`src/hw/rtl/ctks_pkg.sv`:
```
`timescale 1ns / 1ps
// ----------------------------------------------------------------------------
// ctks_pkg: shared types and constants of the cosine top-k search core
// Field widths, register indexes and the kept-entry record of the chain.
// ----------------------------------------------------------------------------
package ctks_pkg;

    localparam int CFG_ADDR_W = 2;
    localparam int CFG_DATA_W = 18;

    localparam logic [CFG_ADDR_W-1:0] REG_QUERY_X      = 2'd0;
    localparam logic [CFG_ADDR_W-1:0] REG_QUERY_Y      = 2'd1;
    localparam logic [CFG_ADDR_W-1:0] REG_QUERY_Z      = 2'd2;
    localparam logic [CFG_ADDR_W-1:0] REG_RESULT_COUNT = 2'd3;

    localparam int COMP_W  = 16;
    localparam int QUERY_W = 18;
    localparam int SCORE_W = 18;
    localparam int INDEX_W = 24;
    localparam int HASH_W  = 64;
    localparam int LP_W    = 11;
    localparam int RC_W    = 7;
    localparam int RANK_W  = 6;

    localparam int SCORE_MAX = 65536;
    localparam int DEFAULT_K = 5;

    typedef struct packed {
        logic signed [SCORE_W-1:0] score;
        logic [INDEX_W-1:0]        index;
        logic [HASH_W-1:0]         hash;
        logic [HASH_W-1:0]         docref;
        logic [LP_W-1:0]           lp;
    } t_entry;

    typedef struct packed {
        logic ins;    // insert the broadcast record
        logic shift;  // move every entry one place toward the head
    } t_cell_ctrl;

endpackage

```
`src/hw/rtl/ctks_scorer.sv`:
```
`timescale 1ns / 1ps
// ----------------------------------------------------------------------------
// ctks_scorer: cosine score of one record
// Sequential dot product and norm, bit-serial square root and divider.
// ----------------------------------------------------------------------------
module ctks_scorer (
    input  logic                                   i_clk,
    input  logic                                   i_rst_n,
    input  logic                                   i_start,
    input  logic signed [ctks_pkg::QUERY_W-1:0]    i_qx,
    input  logic signed [ctks_pkg::QUERY_W-1:0]    i_qy,
    input  logic signed [ctks_pkg::QUERY_W-1:0]    i_qz,
    input  logic [ctks_pkg::COMP_W-1:0]            i_cx,
    input  logic [ctks_pkg::COMP_W-1:0]            i_cy,
    input  logic [ctks_pkg::COMP_W-1:0]            i_cz,
    output logic                                   o_done,
    output logic signed [ctks_pkg::SCORE_W-1:0]    o_score
);

    typedef enum logic [2:0] {SC_IDLE, SC_MUL, SC_SQRT, SC_DIV, SC_DONE} t_sc_state;

    t_sc_state r_state;
    logic [5:0] r_step;
    logic [ctks_pkg::COMP_W-1:0] r_cx, r_cy, r_cz;
    logic signed [34:0] r_pd;
    logic [31:0] r_pn;
    logic signed [36:0] r_dot;
    logic [33:0] r_n2;
    logic [61:0] r_rad;
    logic [34:0] r_rem;
    logic [30:0] r_root;
    logic [51:0] r_num;
    logic [32:0] r_drem;
    logic [51:0] r_quo;
    logic r_neg;
    logic [36:0] r_mag;
    logic signed [ctks_pkg::SCORE_W-1:0] r_score;

    logic signed [ctks_pkg::QUERY_W-1:0] w_q;
    logic [ctks_pkg::COMP_W-1:0] w_c;
    logic signed [36:0] w_dot_sum;
    logic [33:0] w_n2_sum;
    logic [34:0] w_rem_sh, w_trial;
    logic [32:0] w_drem_sh, w_den;
    logic [51:0] w_quo_next;

    always_comb begin
        unique case (r_step[1:0])
            2'd0:    begin w_q = i_qx; w_c = r_cx; end
            2'd1:    begin w_q = i_qy; w_c = r_cy; end
            default: begin w_q = i_qz; w_c = r_cz; end
        endcase
        w_dot_sum  = r_dot + 37'(r_pd);
        w_n2_sum   = r_n2 + 34'(r_pn);
        w_rem_sh   = {r_rem[32:0], r_rad[61:60]};
        w_trial    = {2'b00, r_root, 2'b01};
        w_den      = {1'b0, r_root, 1'b0};
        w_drem_sh  = {r_drem[31:0], r_num[51]};
        w_quo_next = {r_quo[50:0], (w_drem_sh >= w_den)};
    end

    always_ff @(posedge i_clk) begin
        if (!i_rst_n) begin
            r_state <= SC_IDLE;
            r_step  <= '0;
        end else begin
            unique case (r_state)
                SC_IDLE: begin
                    if (i_start) begin
                        r_cx    <= i_cx;
                        r_cy    <= i_cy;
                        r_cz    <= i_cz;
                        r_dot   <= '0;
                        r_n2    <= '0;
                        r_pd    <= '0;
                        r_pn    <= '0;
                        r_step  <= '0;
                        r_state <= SC_MUL;
                    end
                end
                SC_MUL: begin
                    // One product pair per cycle, added in on the next cycle.
                    r_pd   <= w_q * $signed({1'b0, w_c});
                    r_pn   <= w_c * w_c;
                    r_dot  <= w_dot_sum;
                    r_n2   <= w_n2_sum;
                    r_step <= r_step + 6'd1;
                    if (r_step == 6'd3) begin
                        r_neg  <= w_dot_sum < 0;
                        r_mag  <= w_dot_sum < 0 ? 37'(-w_dot_sum) : 37'(w_dot_sum);
                        r_rad  <= {w_n2_sum[33:0], 28'd0};
                        r_rem  <= '0;
                        r_root <= '0;
                        r_step <= '0;
                        if (w_n2_sum == '0) begin
                            r_score <= '0;
                            r_state <= SC_DONE;
                        end else begin
                            r_state <= SC_SQRT;
                        end
                    end
                end
                SC_SQRT: begin
                    // Two radicand bits per cycle, one root bit out.
                    r_rad <= {r_rad[59:0], 2'b00};
                    if (w_rem_sh >= w_trial) begin
                        r_rem  <= w_rem_sh - w_trial;
                        r_root <= {r_root[29:0], 1'b1};
                    end else begin
                        r_rem  <= w_rem_sh;
                        r_root <= {r_root[29:0], 1'b0};
                    end
                    r_step <= r_step + 6'd1;
                    if (r_step == 6'd30) begin
                        r_num   <= 52'({r_mag, 15'd0})
                                   + 52'({r_root[29:0], (w_rem_sh >= w_trial)});
                        r_drem  <= '0;
                        r_quo   <= '0;
                        r_step  <= '0;
                        r_state <= SC_DIV;
                    end
                end
                SC_DIV: begin
                    // Restoring division of (mag * 2^15 + r) by 2r, rounding half up.
                    r_num  <= {r_num[50:0], 1'b0};
                    r_quo  <= w_quo_next;
                    r_drem <= (w_drem_sh >= w_den) ? w_drem_sh - w_den : w_drem_sh;
                    r_step <= r_step + 6'd1;
                    if (r_step == 6'd51) begin
                        if (w_quo_next > 52'(ctks_pkg::SCORE_MAX)) begin
                            r_score <= r_neg ? -18'sd65536 : 18'sd65536;
                        end else begin
                            r_score <= r_neg ? -$signed(w_quo_next[17:0])
                                             : $signed(w_quo_next[17:0]);
                        end
                        r_state <= SC_DONE;
                    end
                end
                SC_DONE: begin
                    r_state <= SC_IDLE;
                end
                default: r_state <= SC_IDLE;
            endcase
        end
    end

    assign o_done  = (r_state == SC_DONE);
    assign o_score = r_score;

endmodule

```
`config.mk`:
```
export PLATFORM = sky130hd
export DESIGN_NAME = ctks_scorer
export DESIGN_NICKNAME = d
export VERILOG_FILES = /design/src/hw/rtl/ctks_pkg.sv /design/src/hw/rtl/ctks_scorer.sv
export SDC_FILE = /design/constraint.sdc
export NUM_CORES = 2
export LEC_CHECK = 0
export BUFFER_PORTS_ARGS = -buffer_cell sky130_fd_sc_hd__buf_2
export CORE_UTILIZATION = 55
export CTS_CLUSTER_SIZE = 40
export DETAILED_ROUTE_END_ITERATION = 7
export PLACE_DENSITY = 0.77
export SLEW_MARGIN = 20
export SYNTH_ARGS = -nofsm -noshare
export SYNTH_HDL_FRONTEND = slang
export SYNTH_SLANG_ARGS = --single-unit
export TNS_END_PERCENT = 1
```
`constraint.sdc`:
```
create_clock -name i_clk -period 9.3 [get_ports i_clk]
set_input_delay 0.93 -clock i_clk [delete_from_list [all_inputs] [get_ports i_clk]]
set_output_delay 0.93 -clock i_clk [all_outputs]
set_load 0.1 [all_outputs]
```
==> flow_metrics.env <==
export IMPL_grtUsageTotal=0.248
export IMPL_die_h_um=291
export IMPL_antenna_found_initial=1
export IMPL_endpoint_kind="flop"
export IMPL_num_rows=105
export IMPL_die_x_um=291
export IMPL_insertion_delay_ns=0.64
export IMPL_crit_end="r_pd[32]"
export IMPL_ys_types=93
export IMPL_core_area_um2=82400
export IMPL_startpoint_type="flop"
export IMPL_avgSynthCellArea_um2=9.66
export IMPL_whs_path_depth=1
export IMPL_htreeDepth=2
export IMPL_synth_top_area_cell="edfxtp_1"
export IMPL_syn_cell_area_um2=45900
export IMPL_cts_made_buffers=51
export IMPL_finish_net_count=5697
export IMPL_crit_required_ns=9.66
export IMPL_status="completed"
export IMPL_ff2ff_setup_slack_ns=0.70
export IMPL_wl_per_cell_um=17.5
export IMPL_grt_overflow=0
export IMPL_regToRegEndpoint="r_pd[32]"
export IMPL_dr_pass1_iters=8
export IMPL_ys_flop_type="edfxtp_1"
export IMPL_drive_gt1_frac=0.0664
export IMPL_slew_viol_final=0
export IMPL_tightest_slew_ns=1.14
export IMPL_numClockSinks=483
export IMPL_initial_core_util=0.557
export IMPL_port_buffers=123
export IMPL_yosysTopAreaCellShare=0.310
export IMPL_grt_pass1_vias=34067
export IMPL_crit_start="r_step[0]"
export IMPL_gp_congestion=0.957
export IMPL_min_path_type="in2reg"
export IMPL_setup_violations=0
export IMPL_fin_crit_sh=0.925
export IMPL_final_antenna_net_count=0
export IMPL_path_max_fanout=29
export IMPL_clock_path_buffers=3
export IMPL_wl_um=103000
export IMPL_antenna_cells=0
export IMPL_min_period_ns=8.60
export IMPL_synth_nets=5656
export IMPL_clkSlewWorstSetupHoldPaths_ns=0.06
export IMPL_reg2regPathDepth=27
export IMPL_dieArea_um2=84600
export IMPL_ys_ff_latch=483
export IMPL_root_buffer="clkbuf_16"
export IMPL_rsz0062_at_grt="no"
export IMPL_syn_inst=4752
export IMPL_drc_errors=0
export IMPL_grt_max_degree=79
export IMPL_yosysMostFrequentCell="inv_1"
export IMPL_fin_setup_tns_ns=0
export IMPL_worstPathArrival_ns=8.96
export IMPL_io_pins=124
export IMPL_synth_area_leaders="edfxtp_1 (31%), fa_1 (20%), ha_1 (9.2%)"
export IMPL_ys_seq_area_frac=0.314
export IMPL_hold_violations=0
export IMPL_fmax_mhz=116
export IMPL_vias_per_cell=5.70
export IMPL_clock_skew_ns=0.0371
export IMPL_dr_first_iter_drc_count=2460
export IMPL_async_flop_share=0
export IMPL_crit_type="reg2reg"
export IMPL_cts_tree="done"
export IMPL_syn2layout_area_growth_pct=7.43
export IMPL_synth_commonest_cells="inv_1 (712), nor2_1 (549), edfxtp_1 (474)"
export IMPL_cap_violations=0
export IMPL_relSlewSlack=0.241
export IMPL_dp_hpwl_um=79800
export IMPL_r2r_start="r_step[0]"
export IMPL_synth_warnings=0
export IMPL_grt_pass1_wl_um=172000
export IMPL_synth_edf_count=474
export IMPL_vias=33661
export IMPL_post_cts_buffers=0
==> flip-flops by register name, summed over array words and instances (netlist names), 32 cells and up <==
name / cells
r_num: 52
r_quo: 51
r_dot: 37
r_mag: 37
r_pd: 35
r_n2: 34
r_rad: 34
r_rem: 33
r_drem: 32
==> repair_timing <==
action                                 in CTS  in global routing
endpoints found under the hold margin       0                  0
setup endpoints to repair                   0                  3
gates resized for setup                     0                  3
hold buffers                                0                  0
==> worst min-delay path by stage <==
stage                     end  startpoint
global placement    r_rad[60]   r_rad[58]
detailed placement  r_rad[60]   r_rad[58]
finish               r_cy[11]    i_cy[11]
CTS                  r_cy[11]    i_cy[11]
global route         r_cy[11]    i_cy[11]
floorplan           r_num[15]   r_num[14]
==> area by class of cell <==
class / instances / area, um^2
Tap cell: 1070 / 1340
Inverter: 716 / 2690
Sequential cell: 483 / 14400
Timing Repair Buffer: 169 / 961
Fill cell: 6897 / 33100
Clock inverter: 34 / 373
Clock buffer: 62 / 1330
Multi-Input combinational cell: 3372 / 28200
==> logic make-up (layout without fill, tap and decap cells) <==
kind of cell,count (synthesis),after routing,share of synthesized area
AOI/OAI and AO/OA,838,838,0.119
xor gates and xnor gates,249,249,0.0481
adders and majority gates,799,799,0.293
buffers and inverters,897,981,0.0739
DFF,483,483,0.314
muxes,35,35,0.00763
and+or+nand+nor,1451,1451,0.145
==> metrics by stage <==
step	area [um^2]	hold WS [ns]	util	worst slack, ns	cells
global placement	47600	0.495	0.578	0.783	5810
floorplan	45900	0.484	-	1.42	4752
detailed placement	47600	0.503	0.578	0.570	5810
finish	49300	0.467	0.599	0.699	5906
CTS	49300	0.439	0.599	0.556	5906
global route	49300	0.444	0.599	0.106	5906
==> cells in the final DEF, fill, tap and decap left out, drive strengths merged, types with 22 or more instances in the layout <==
cell    Yosys  final
xor2       97     97
xnor2     152    152
nand4      36     36
a22o       34     34
mux2i      35     35
nand3      54     54
nor3       56     56
a21o      122    122
nand2b     24     24
o31ai      22     22
a211oi     28     28
nor4       23     23
inv       715    719
clkbuf    161     62
nor2b      35     35
edfxtp    474    474
o21bai     26     26
nor2      549    549
o211ai     23     23
buf        20    169
a31oi      32     32
fa        460    460
or3        23     23
a21oi     241    241
and3       90     90
and2       51     51
o21ai     182    182
o21a       28     28
ha        339    339
nand2     436    436
==> per-layer routing <==
metal	vias up	part of all wire	GRT usage
met1	16340	0.44	0.342
met3	217	0.063	0.0303
li1	16034	-	-
met5	-	0	0
met2	1070	0.46	0.405
met4	0	0.035	0.0849
==> worst max-delay path, stage by stage, from the launching register on <==
cell	delay [ns]
dfxtp_1	0.42
ha_1	0.39
buf_4	0.36
a22o_1	0.18
a21o_1	0.42
clkinvlp_4	0.61
nor2_1	0.30
fa_1	0.44
inv_1	0.09
fa_1	0.41
fa_1	0.49
fa_1	0.49
inv_1	0.05
fa_1	0.53
inv_1	0.05
fa_1	0.53
inv_1	0.05
ha_1	0.37
nand2_1	0.08
nor2_1	0.11
o21ai_0	0.20
a2111oi_1	0.68
o21ai_0	0.33
o211ai_1	0.24
a21oi_1	0.12
o21ai_0	0.21
xnor2_1	0.15
nor2_1	0.05
Power is not shown: default switching activity piles up to over one toggle a cycle in this logic, so the estimate is an artifact.
